File: config.mk
export PLATFORM = sky130hd
export DESIGN_NAME = sg_page_coalescer_unit
export DESIGN_NICKNAME = d
export VERILOG_FILES = /design/src/rtl/sgpc_pkg.sv /design/src/rtl/sgpc_result_fifo.sv /design/src/rtl/sgpc_core.sv /design/src/rtl/sg_page_coalescer_unit.sv
export SDC_FILE = /design/constraint.sdc
export NUM_CORES = 2
export LEC_CHECK = 0
export BUFFER_PORTS_ARGS = -buffer_cell sky130_fd_sc_hd__buf_2
export CAP_MARGIN = 25
export CORE_MARGIN = 3
export CORE_UTILIZATION = 30
export DETAILED_ROUTE_END_ITERATION = 8
export HOLD_SLACK_MARGIN = 0.06
export SETUP_SLACK_MARGIN = 0.3
export SKIP_CTS_REPAIR_TIMING = 1
export SYNTH_ARGS = -nofsm -noshare
export SYNTH_HDL_FRONTEND = slang
export SYNTH_SLANG_ARGS = --single-unit
File: constraint.sdc
create_clock -name clk -period 9.7 [get_ports clk]
set_input_delay 2.91 -clock clk [delete_from_list [all_inputs] [get_ports clk]]
set_output_delay 2.91 -clock clk [all_outputs]
set_load 0.02 [all_outputs]
File: src/rtl/sgpc_pkg.sv
// sgpc_pkg: shared widths, register indexes, result types and helper functions
// for the scatter-gather page coalescer; depends on nothing
`default_nettype none

package sgpc_pkg;

	localparam int unsigned PAGE_BYTES = 4096;

	localparam int unsigned ADDR_W     = 48;
	localparam int unsigned OFF_W      = 32;
	localparam int unsigned LEN_W      = 32;
	localparam int unsigned TOT_W      = 48;
	localparam int unsigned CFG_DATA_W = 48;
	localparam int unsigned CFG_IDX_W  = 2;

	localparam logic [CFG_IDX_W-1:0] REG_START_OFFSET = CFG_IDX_W'(0);
	localparam logic [CFG_IDX_W-1:0] REG_TOTAL_BYTES  = CFG_IDX_W'(1);
	localparam logic [CFG_IDX_W-1:0] REG_MAX_SEGMENT  = CFG_IDX_W'(2);

	localparam logic STATUS_OK      = 1'b0;
	localparam logic STATUS_INVALID = 1'b1;

	localparam int unsigned RES_DEPTH = 4;
	localparam int unsigned RES_PTR_W = $clog2(RES_DEPTH);
	localparam int unsigned RES_CNT_W = $clog2(RES_DEPTH + 1);

	localparam logic [LEN_W-1:0]  PAGE_LEN  = LEN_W'(PAGE_BYTES);
	localparam logic [LEN_W-1:0]  PAGE_MASK = ~(PAGE_LEN - LEN_W'(1));
	localparam logic [ADDR_W:0]   PAGE_END  = (ADDR_W + 1)'(PAGE_BYTES);

	typedef struct packed {
		logic [ADDR_W-1:0] base;
		logic [OFF_W-1:0]  offset;
		logic [LEN_W-1:0]  length;
		logic              final_seg;
		logic              status;
	} result_t;

	// up to two results per page; the second is only valid with the first
	typedef struct packed {
		logic    v0;
		logic    v1;
		result_t r0;
		result_t r1;
	} push_t;

	// segment cap: zero is unlimited, round down to pages, never below one page
	function automatic logic [LEN_W-1:0] cap_of(input logic [LEN_W-1:0] m);
		logic [LEN_W-1:0] c;
		c = (m == '0) ? '1 : m;
		c = c & PAGE_MASK;
		if (c == '0)
			c = PAGE_LEN;
		return c;
	endfunction

	// bytes a closing segment describes, clamped to what is left
	function automatic logic [TOT_W-1:0] emit_len(input logic [OFF_W-1:0] off,
			input logic [LEN_W-1:0] rl, input logic [TOT_W-1:0] bl);
		logic [TOT_W-1:0] d;
		d = {{(TOT_W-LEN_W){1'b0}}, rl - off};
		if (off > rl)
			return bl;
		else if (d > bl)
			return bl;
		else
			return d;
	endfunction

	function automatic logic [LEN_W-1:0] sat_len(input logic [TOT_W-1:0] v);
		return (|v[TOT_W-1:LEN_W]) ? '1 : v[LEN_W-1:0];
	endfunction

endpackage

`default_nettype wire

File: src/rtl/sgpc_result_fifo.sv
// sgpc_result_fifo: small result queue taking up to two results per cycle
// and giving one per cycle on a valid/ready port; depends on sgpc_pkg
`default_nettype none

module sgpc_result_fifo (
	input  wire logic             clk,
	input  wire logic             arst_n,
	input  wire sgpc_pkg::push_t  push,
	output logic                  room2,
	output logic                  out_valid,
	input  wire logic             out_ready,
	output sgpc_pkg::result_t     head
);
	import sgpc_pkg::*;

	result_t              mem [RES_DEPTH];
	logic [RES_PTR_W-1:0] wr_ptr_q;
	logic [RES_PTR_W-1:0] rd_ptr_q;
	logic [RES_CNT_W-1:0] cnt_q;
	logic [RES_PTR_W-1:0] wr_ptr_p1;
	logic [RES_CNT_W-1:0] n_push;
	logic                 pop;

	assign wr_ptr_p1 = wr_ptr_q + RES_PTR_W'(1);
	assign n_push    = RES_CNT_W'(push.v0) + RES_CNT_W'(push.v1);
	assign out_valid = cnt_q != '0;
	assign pop       = out_valid && out_ready;
	assign room2     = cnt_q <= RES_CNT_W'(RES_DEPTH - 2);
	assign head      = mem[rd_ptr_q];

	always_ff @(posedge clk) begin
		if (push.v0)
			mem[wr_ptr_q] <= push.r0;
		if (push.v1)
			mem[wr_ptr_p1] <= push.r1;
	end

	always_ff @(posedge clk or negedge arst_n) begin
		if (!arst_n) begin
			wr_ptr_q <= '0;
			rd_ptr_q <= '0;
			cnt_q    <= '0;
		end else begin
			wr_ptr_q <= wr_ptr_q + RES_PTR_W'(n_push);
			if (pop)
				rd_ptr_q <= rd_ptr_q + RES_PTR_W'(1);
			cnt_q <= cnt_q + n_push - RES_CNT_W'(pop);
		end
	end

endmodule

`default_nettype wire

File: src/rtl/sgpc_core.sv
// sgpc_core: configuration registers, run state and the per-page merge and
// segment length logic; depends on sgpc_pkg
`default_nettype none

module sgpc_core (
	input  wire logic                             clk,
	input  wire logic                             arst_n,
	input  wire logic                             cfg_write,
	input  wire logic [sgpc_pkg::CFG_IDX_W-1:0]   cfg_index,
	input  wire logic [sgpc_pkg::CFG_DATA_W-1:0]  cfg_data,
	input  wire logic                             go,
	input  wire logic [sgpc_pkg::ADDR_W-1:0]      page_address,
	input  wire logic                             last_page,
	output sgpc_pkg::push_t                       push
);
	import sgpc_pkg::*;

	logic [OFF_W-1:0]  start_q;
	logic [TOT_W-1:0]  total_q;
	logic [LEN_W-1:0]  cap_q;
	logic [ADDR_W-1:0] run_base_q;
	logic [LEN_W-1:0]  run_len_q;
	logic [ADDR_W:0]   run_end_q;
	logic [TOT_W-1:0]  bytes_left_q;
	logic [OFF_W-1:0]  pending_q;
	logic              run_open_q;

	logic [ADDR_W-1:0] run_base_d;
	logic [LEN_W-1:0]  run_len_d;
	logic [ADDR_W:0]   run_end_d;
	logic [TOT_W-1:0]  bytes_left_d;
	logic [OFF_W-1:0]  pending_d;
	logic              run_open_d;

	logic              total_zero;
	logic              merge;
	logic              emit1;
	logic [TOT_W-1:0]  len1;
	logic [TOT_W-1:0]  len2;
	logic [TOT_W-1:0]  bl1;
	logic [OFF_W-1:0]  po1;
	logic [ADDR_W-1:0] rb_n;
	logic [LEN_W-1:0]  rl_n;
	logic [ADDR_W:0]   end_n;
	result_t           res_close;
	result_t           res_last;
	result_t           res_zero;

	// run end kept one bit wider than an address so a run reaching the top never merges
	always_comb begin
		total_zero = total_q == '0;
		merge = run_open_q && ({1'b0, page_address} == run_end_q) && (run_len_q < cap_q);
		emit1 = run_open_q && !merge;
		len1  = emit_len(pending_q, run_len_q, bytes_left_q);
		bl1   = emit1 ? bytes_left_q - len1 : bytes_left_q;
		po1   = emit1 ? '0 : pending_q;
		rb_n  = merge ? run_base_q : page_address;
		rl_n  = merge ? run_len_q + PAGE_LEN : PAGE_LEN;
		end_n = merge ? run_end_q + PAGE_END : {1'b0, page_address} + PAGE_END;
		len2  = emit_len(po1, rl_n, bl1);

		res_close.base      = run_base_q;
		res_close.offset    = pending_q;
		res_close.length    = sat_len(len1);
		res_close.final_seg = 1'b0;
		res_close.status    = STATUS_OK;

		res_last.base       = rb_n;
		res_last.offset     = po1;
		res_last.length     = sat_len(len2);
		res_last.final_seg  = 1'b1;
		res_last.status     = STATUS_OK;

		res_zero.base       = '0;
		res_zero.offset     = '0;
		res_zero.length     = '0;
		res_zero.final_seg  = 1'b1;
		res_zero.status     = STATUS_INVALID;

		push.v0 = 1'b0;
		push.v1 = 1'b0;
		push.r0 = res_last;
		push.r1 = res_last;

		run_base_d   = run_base_q;
		run_len_d    = run_len_q;
		run_end_d    = run_end_q;
		bytes_left_d = bytes_left_q;
		pending_d    = pending_q;
		run_open_d   = run_open_q;

		if (total_zero) begin
			push.v0 = go && last_page;
			push.r0 = res_zero;
		end else begin
			if (emit1) begin
				push.v0 = go;
				push.r0 = res_close;
				push.v1 = go && last_page;
			end else begin
				push.v0 = go && last_page;
			end
			run_base_d   = rb_n;
			run_len_d    = rl_n;
			run_end_d    = end_n;
			bytes_left_d = bl1;
			pending_d    = po1;
			run_open_d   = 1'b1;
		end

		// end of list: drop the run and reload the counters for the next list
		if (last_page) begin
			run_base_d   = '0;
			run_len_d    = '0;
			run_end_d    = '0;
			bytes_left_d = total_q;
			pending_d    = start_q;
			run_open_d   = 1'b0;
		end
	end

	always_ff @(posedge clk or negedge arst_n) begin
		if (!arst_n) begin
			start_q      <= '0;
			total_q      <= '0;
			cap_q        <= cap_of('0);
			run_base_q   <= '0;
			run_len_q    <= '0;
			run_end_q    <= '0;
			bytes_left_q <= '0;
			pending_q    <= '0;
			run_open_q   <= 1'b0;
		end else if (cfg_write) begin
			case (cfg_index)
				REG_START_OFFSET: begin
					start_q   <= cfg_data[OFF_W-1:0];
					pending_q <= cfg_data[OFF_W-1:0];
				end
				REG_TOTAL_BYTES: begin
					total_q      <= cfg_data[TOT_W-1:0];
					bytes_left_q <= cfg_data[TOT_W-1:0];
				end
				REG_MAX_SEGMENT: begin
					cap_q <= cap_of(cfg_data[LEN_W-1:0]);
				end
				default: begin
				end
			endcase
		end else if (go) begin
			run_base_q   <= run_base_d;
			run_len_q    <= run_len_d;
			run_end_q    <= run_end_d;
			bytes_left_q <= bytes_left_d;
			pending_q    <= pending_d;
			run_open_q   <= run_open_d;
		end
	end

endmodule

`default_nettype wire

File: src/rtl/sg_page_coalescer_unit.sv
// sg_page_coalescer_unit: top level of the scatter-gather page coalescer
// depends on sgpc_pkg, sgpc_core and sgpc_result_fifo
//
// usage: program start_offset, total_bytes and max_segment_bytes through the
// write port (cfg_write, cfg_index, cfg_data) while the block is idle, then
// stream page addresses on in_valid/in_ready, last_page set on the final one.
// segments come out on out_valid/out_ready, one item per accepted handshake.
// order: an accepted page is merged once it sits in the input register
// with room in the queue, and its results are offered from the cycle after.
// throughput: one page per cycle while the queue has room for two results.
// a page may close a segment and, as last page, also give the final one, so
// two results can be queued at once; the four-entry result queue drains one
// item per cycle while out_ready is high and stalls the input register when
// fewer than two slots are free, so a stalled receiver backs up into in_ready.
// reset clears the registers to zero (unlimited segment cap), empties the
// queue and closes any open run.
`default_nettype none

module sg_page_coalescer_unit (
	input  wire logic                             clk,
	input  wire logic                             arst_n,
	input  wire logic                             cfg_write,
	input  wire logic [sgpc_pkg::CFG_IDX_W-1:0]   cfg_index,
	input  wire logic [sgpc_pkg::CFG_DATA_W-1:0]  cfg_data,
	input  wire logic                             in_valid,
	output logic                                  in_ready,
	input  wire logic [sgpc_pkg::ADDR_W-1:0]      page_address,
	input  wire logic                             last_page,
	output logic                                  out_valid,
	input  wire logic                             out_ready,
	output logic [sgpc_pkg::ADDR_W-1:0]           segment_base,
	output logic [sgpc_pkg::OFF_W-1:0]            segment_offset,
	output logic [sgpc_pkg::LEN_W-1:0]            segment_length,
	output logic                                  final_segment,
	output logic                                  status
);
	import sgpc_pkg::*;

	logic              s1_valid_q;
	logic [ADDR_W-1:0] pa_s1;
	logic              last_s1;
	logic              room2;
	logic              go;
	push_t             push;
	result_t           head;

	assign go       = s1_valid_q && room2;
	assign in_ready = !s1_valid_q || go;

	always_ff @(posedge clk or negedge arst_n) begin
		if (!arst_n) begin
			s1_valid_q <= 1'b0;
		end else if (in_ready) begin
			s1_valid_q <= in_valid;
		end
	end

	always_ff @(posedge clk) begin
		if (in_ready && in_valid) begin
			pa_s1   <= page_address;
			last_s1 <= last_page;
		end
	end

	sgpc_core u_core (
		.clk          (clk),
		.arst_n       (arst_n),
		.cfg_write    (cfg_write),
		.cfg_index    (cfg_index),
		.cfg_data     (cfg_data),
		.go           (go),
		.page_address (pa_s1),
		.last_page    (last_s1),
		.push         (push)
	);

	sgpc_result_fifo u_fifo (
		.clk       (clk),
		.arst_n    (arst_n),
		.push      (push),
		.room2     (room2),
		.out_valid (out_valid),
		.out_ready (out_ready),
		.head      (head)
	);

	assign segment_base   = head.base;
	assign segment_offset = head.offset;
	assign segment_length = head.length;
	assign final_segment  = head.final_seg;
	assign status         = head.status;

	a_pair_order: assert property (@(posedge clk) disable iff (!arst_n)
		push.v1 |-> push.v0)
		else $error("second result pushed without a first");

	a_pair_last: assert property (@(posedge clk) disable iff (!arst_n)
		push.v1 |-> last_s1)
		else $error("two results from a page that is not the last");

	a_held_page: assert property (@(posedge clk) disable iff (!arst_n)
		s1_valid_q && !go |=> s1_valid_q && $stable(pa_s1) && $stable(last_s1))
		else $error("stalled page lost or changed in the input register");

	a_push_shows: assert property (@(posedge clk) disable iff (!arst_n)
		push.v0 |=> out_valid)
		else $error("queued result not offered");

endmodule

`default_nettype wire

==> results.yml <==
timing:
  rsz0062_at_grt: "true"
  tns_ns: -0.0689
  fmax_mhz: 103
  worst_slack_ns: -0.0153
  setup_viol: 9
  finClkSkew_ns: 0.0555
  hold_ws_ns: 0.481
  finalMaxSlewViolations: 0
  worst_pin_slew_ns: 1.32
  finalHoldViolCount: 0
  finalCritPeriodShare: 1.00
  min_period_ns: 9.72
  slew_headroom: 0.108
logic_synthesis:
  synthCells: 4536
  synth-async-reset-ratio: 0.386
  synth_ff_type: "edfxtp_1"
  synth-seq-cells: 823
  synthesis.area_um2: 47100
  ys_types: 88
  syn_area_per_cell_um2: 10.4
  ys_warn_count: 0
  synth_nets: 4845
  ys_seq_area_frac: 0.489
  synth-edff-count: 497
outcome:
  violations: "setup timing"
  status: "finished with violations"
cells_and_area:
  stdcell_count: 7206
  area_growth_pct: 23.7
  regArea_um2: 23100
  multiInputGateArea_um2: 23800
  fin_util: 0.376
  fillers: 15124
  drive_above_1_share: 0.258
  final_nets: 5385
setup_path:
  path_class: "reg2reg"
  startpoint_type: "flop"
  reg2regPathDepth: 52
  cp_common_cell: "nor3_2"
  cpPeakStageDelay_ns: 0.49
  path_buf_inv: 8
  crit_path_end_kind: "flop"
  worst-r2r-setup-slack_ns: -0.02
  r2r-start: "u_core.run_len_q[0]"
  cp_max_fo: 9
  slowest_stage: "or4_4"
  crit_family: "compound AO/OA/AOI/OAI gates"
  crit_required_ns: 10.11
  crit_arrival_ns: 10.12
  r2r_end: "u_fifo.mem[3][30]"
floorplanning:
  initial_core_util: 0.304
  die_x_um: 402
  row_count: 144
  fp.dieH_um: 402
  dieArea_um2: 162000
  io_pins: 220
  fp.coreArea_um2: 155000
global_routing:
  grt.total_usage: 0.210
  grt_pass1_vias: 38284
  antenna_found_initial: 28
  gr-total-overflow: 0
  grt_max_degree: 127
  grt_pass1_wl_um: 258000
placed_design:
  post-dp-hpwl_um: 124000
  gp_congestion: 0.964
  port_buffers: 219
  dp.cells: 6994
detailed_routing:
  postRouteAntennaNets: 0
  drtPass1Iterations: 6
  drt_wl_total_um: 177000
  initialDrtViolationCount: 4455
  viasPerCell: 5.57
  via_count: 40113
  drc: 0
  wire_per_inst_um: 24.6
worst_hold_path:
  hold_depth: 2
  hold_path.startpoint: "u_core.run_end_q[20]"
  hold_end: "u_core.run_end_q[20]"
  hold_path.class: "reg2reg"
power_and_ir_drop:
  finalPower_mw: 20.9
  vdd_drop_max_mv: 0.173
  powerDensity_nw_per_um2: 358
  power.leakage_nw: 23.2
clocking:
  cts_max_level: 3
  worstSkewPairLatency_ns: 0.72
  cts_tree: "yes"
  clockBufferDepth: 3
  cts_made_buffers: 87
  cts_sinks: 823
  clkTransAtPathRegs_ns: 0.07
  cts_root_buf: "clkbuf_16"
job:
  max_cap_violations: 0
## layout by cell type, fill, tap and decap left out, types with 19 or more instances in the layout
master,instances
nand2_1,627
ha_1,182
a21oi_2,24
dfrtp_1,295
o22a_1,19
o32ai_1,62
dfstp_2,20
o22ai_1,228
mux2i_1,74
nor3_1,27
inv_1,153
clkinv_2,19
mux2_2,78
o211ai_1,25
a21oi_1,204
o32ai_2,20
xor2_1,73
and2_1,47
clkbuf_1,23
nor2_1,401
clkbuf_16,93
mux4_2,114
nand3_1,51
xnor2_1,119
nand4_1,57
edfxtp_1,497
nand2b_1,31
and3_1,20
buf_4,484
buf_2,217
nor4_1,37
o21a_1,21
a21o_1,51
o31ai_1,32
a211oi_1,30
o21ai_0,245
## synth_stat cells, drive strengths merged (38+ instances only)
cell	n	area (um^2)
inv	161	604
xnor2	120	1050
clkbuf	240	901
xor2	74	648
nor3	38	190
nand2	641	2410
a21oi	232	1160
nand3	55	275
nand4	57	357
o32ai	82	718
edfxtp	497	14900
mux4	114	2570
a21o	51	383
mux2i	95	951
ha	201	2510
buf	38	169
mux2	78	878
nor2	427	1650
o21ai	272	1360
o22ai	251	1640
dfrtp	298	7460
nor4	38	238
and2	50	313
## state kept, by name, summed over array words and instances, names as in the netlist, 2 cells and up
signal and count:
u_fifo.cnt_q 3, pa_s1 48, u_core.total_q 48, u_fifo.rd_ptr_q 2
u_core.bytes_left_q 48, u_core.run_len_q 32, u_fifo.wr_ptr_q 2, u_core.cap_q 20
u_core.pending_q 32, u_fifo.mem 456, u_core.run_base_q 48, u_core.start_q 32
u_core.run_end_q 49
## where the power goes
part           total [mW]  internal (mW)  switching (mW)  leakage [nW]
sequential           5.42           4.72           0.699          8.64
clock                3.57           2.06            1.52          1.47
combinational        11.9           4.90            7.02          13.1
## area by class of cell
cell class	count	share of cell area
Clock inverter	46	0.0104
Sequential cell	823	0.396
Clock buffer	118	0.0413
Multi-Input combinational cell	3273	0.409
Tap cell	2044	0.0438
Timing Repair Buffer	729	0.0893
Inverter	162	0.0105
Antenna cell	11	0.000472
## through the flow
step	instance area, um^2	worst slack (ns)
after floorplan	47200	0.338
after global placement	53500	-1.03
after detailed placement	53600	-1.28
after CTS	56700	-1.32
after global routing	58300	-0.504
final	58300	-0.0153
## routing by layer
metal,track usage,share of wire,up-vias
met1,0.304,0.44,19892
met3,0.0415,0.095,290
met5,0,0.00042,-
met2,0.308,0.43,1948
li1,-,-,17971
met4,0.0825,0.040,12
## worst reg2reg max path: cells and delay by family, from the launching register on
family                   cells  cell delay, ns
XOR/XNOR                     2            0.23
adder cells (fa/ha/maj)      5            1.35
AO/OA/AOI/OAI               20            3.31
AND/OR/NAND/NOR             16            2.68
flip-flops                   1            0.39
buffers and inverters        8            1.24
multiplexers                 1            0.23
## kinds of logic after synthesis
kind of cell    Yosys count  share of synthesized area
xor+xnor                194                     0.0360
flops                   823                      0.489
simple gates           1424                      0.132
mux                     287                     0.0933
compound gates         1163                      0.159
fa+ha+maj               205                     0.0550
buf+inv                 440                     0.0356
## worst max-delay path by stage
| stage | startpoint | end | slack, ns | cells after the start |
|---|---|---|---|---|
| after floorplan | u_core.pending_q[1] | u_fifo.mem[1][15] | 0.34 | 50 |
| after global placement | u_core.pending_q[0] | u_fifo.mem[0][23] | -1.03 | 49 |
| after detailed placement | u_core.pending_q[0] | u_fifo.mem[0][23] | -1.28 | 48 |
| after CTS | u_core.pending_q[0] | u_fifo.mem[0][23] | -1.32 | 48 |
| after global routing | u_core.run_len_q[0] | u_fifo.mem[1][2] | -0.50 | 51 |
| final | u_core.run_len_q[0] | u_fifo.mem[3][30] | -0.02 | 52 |
Power figures use the tool's default switching activity.
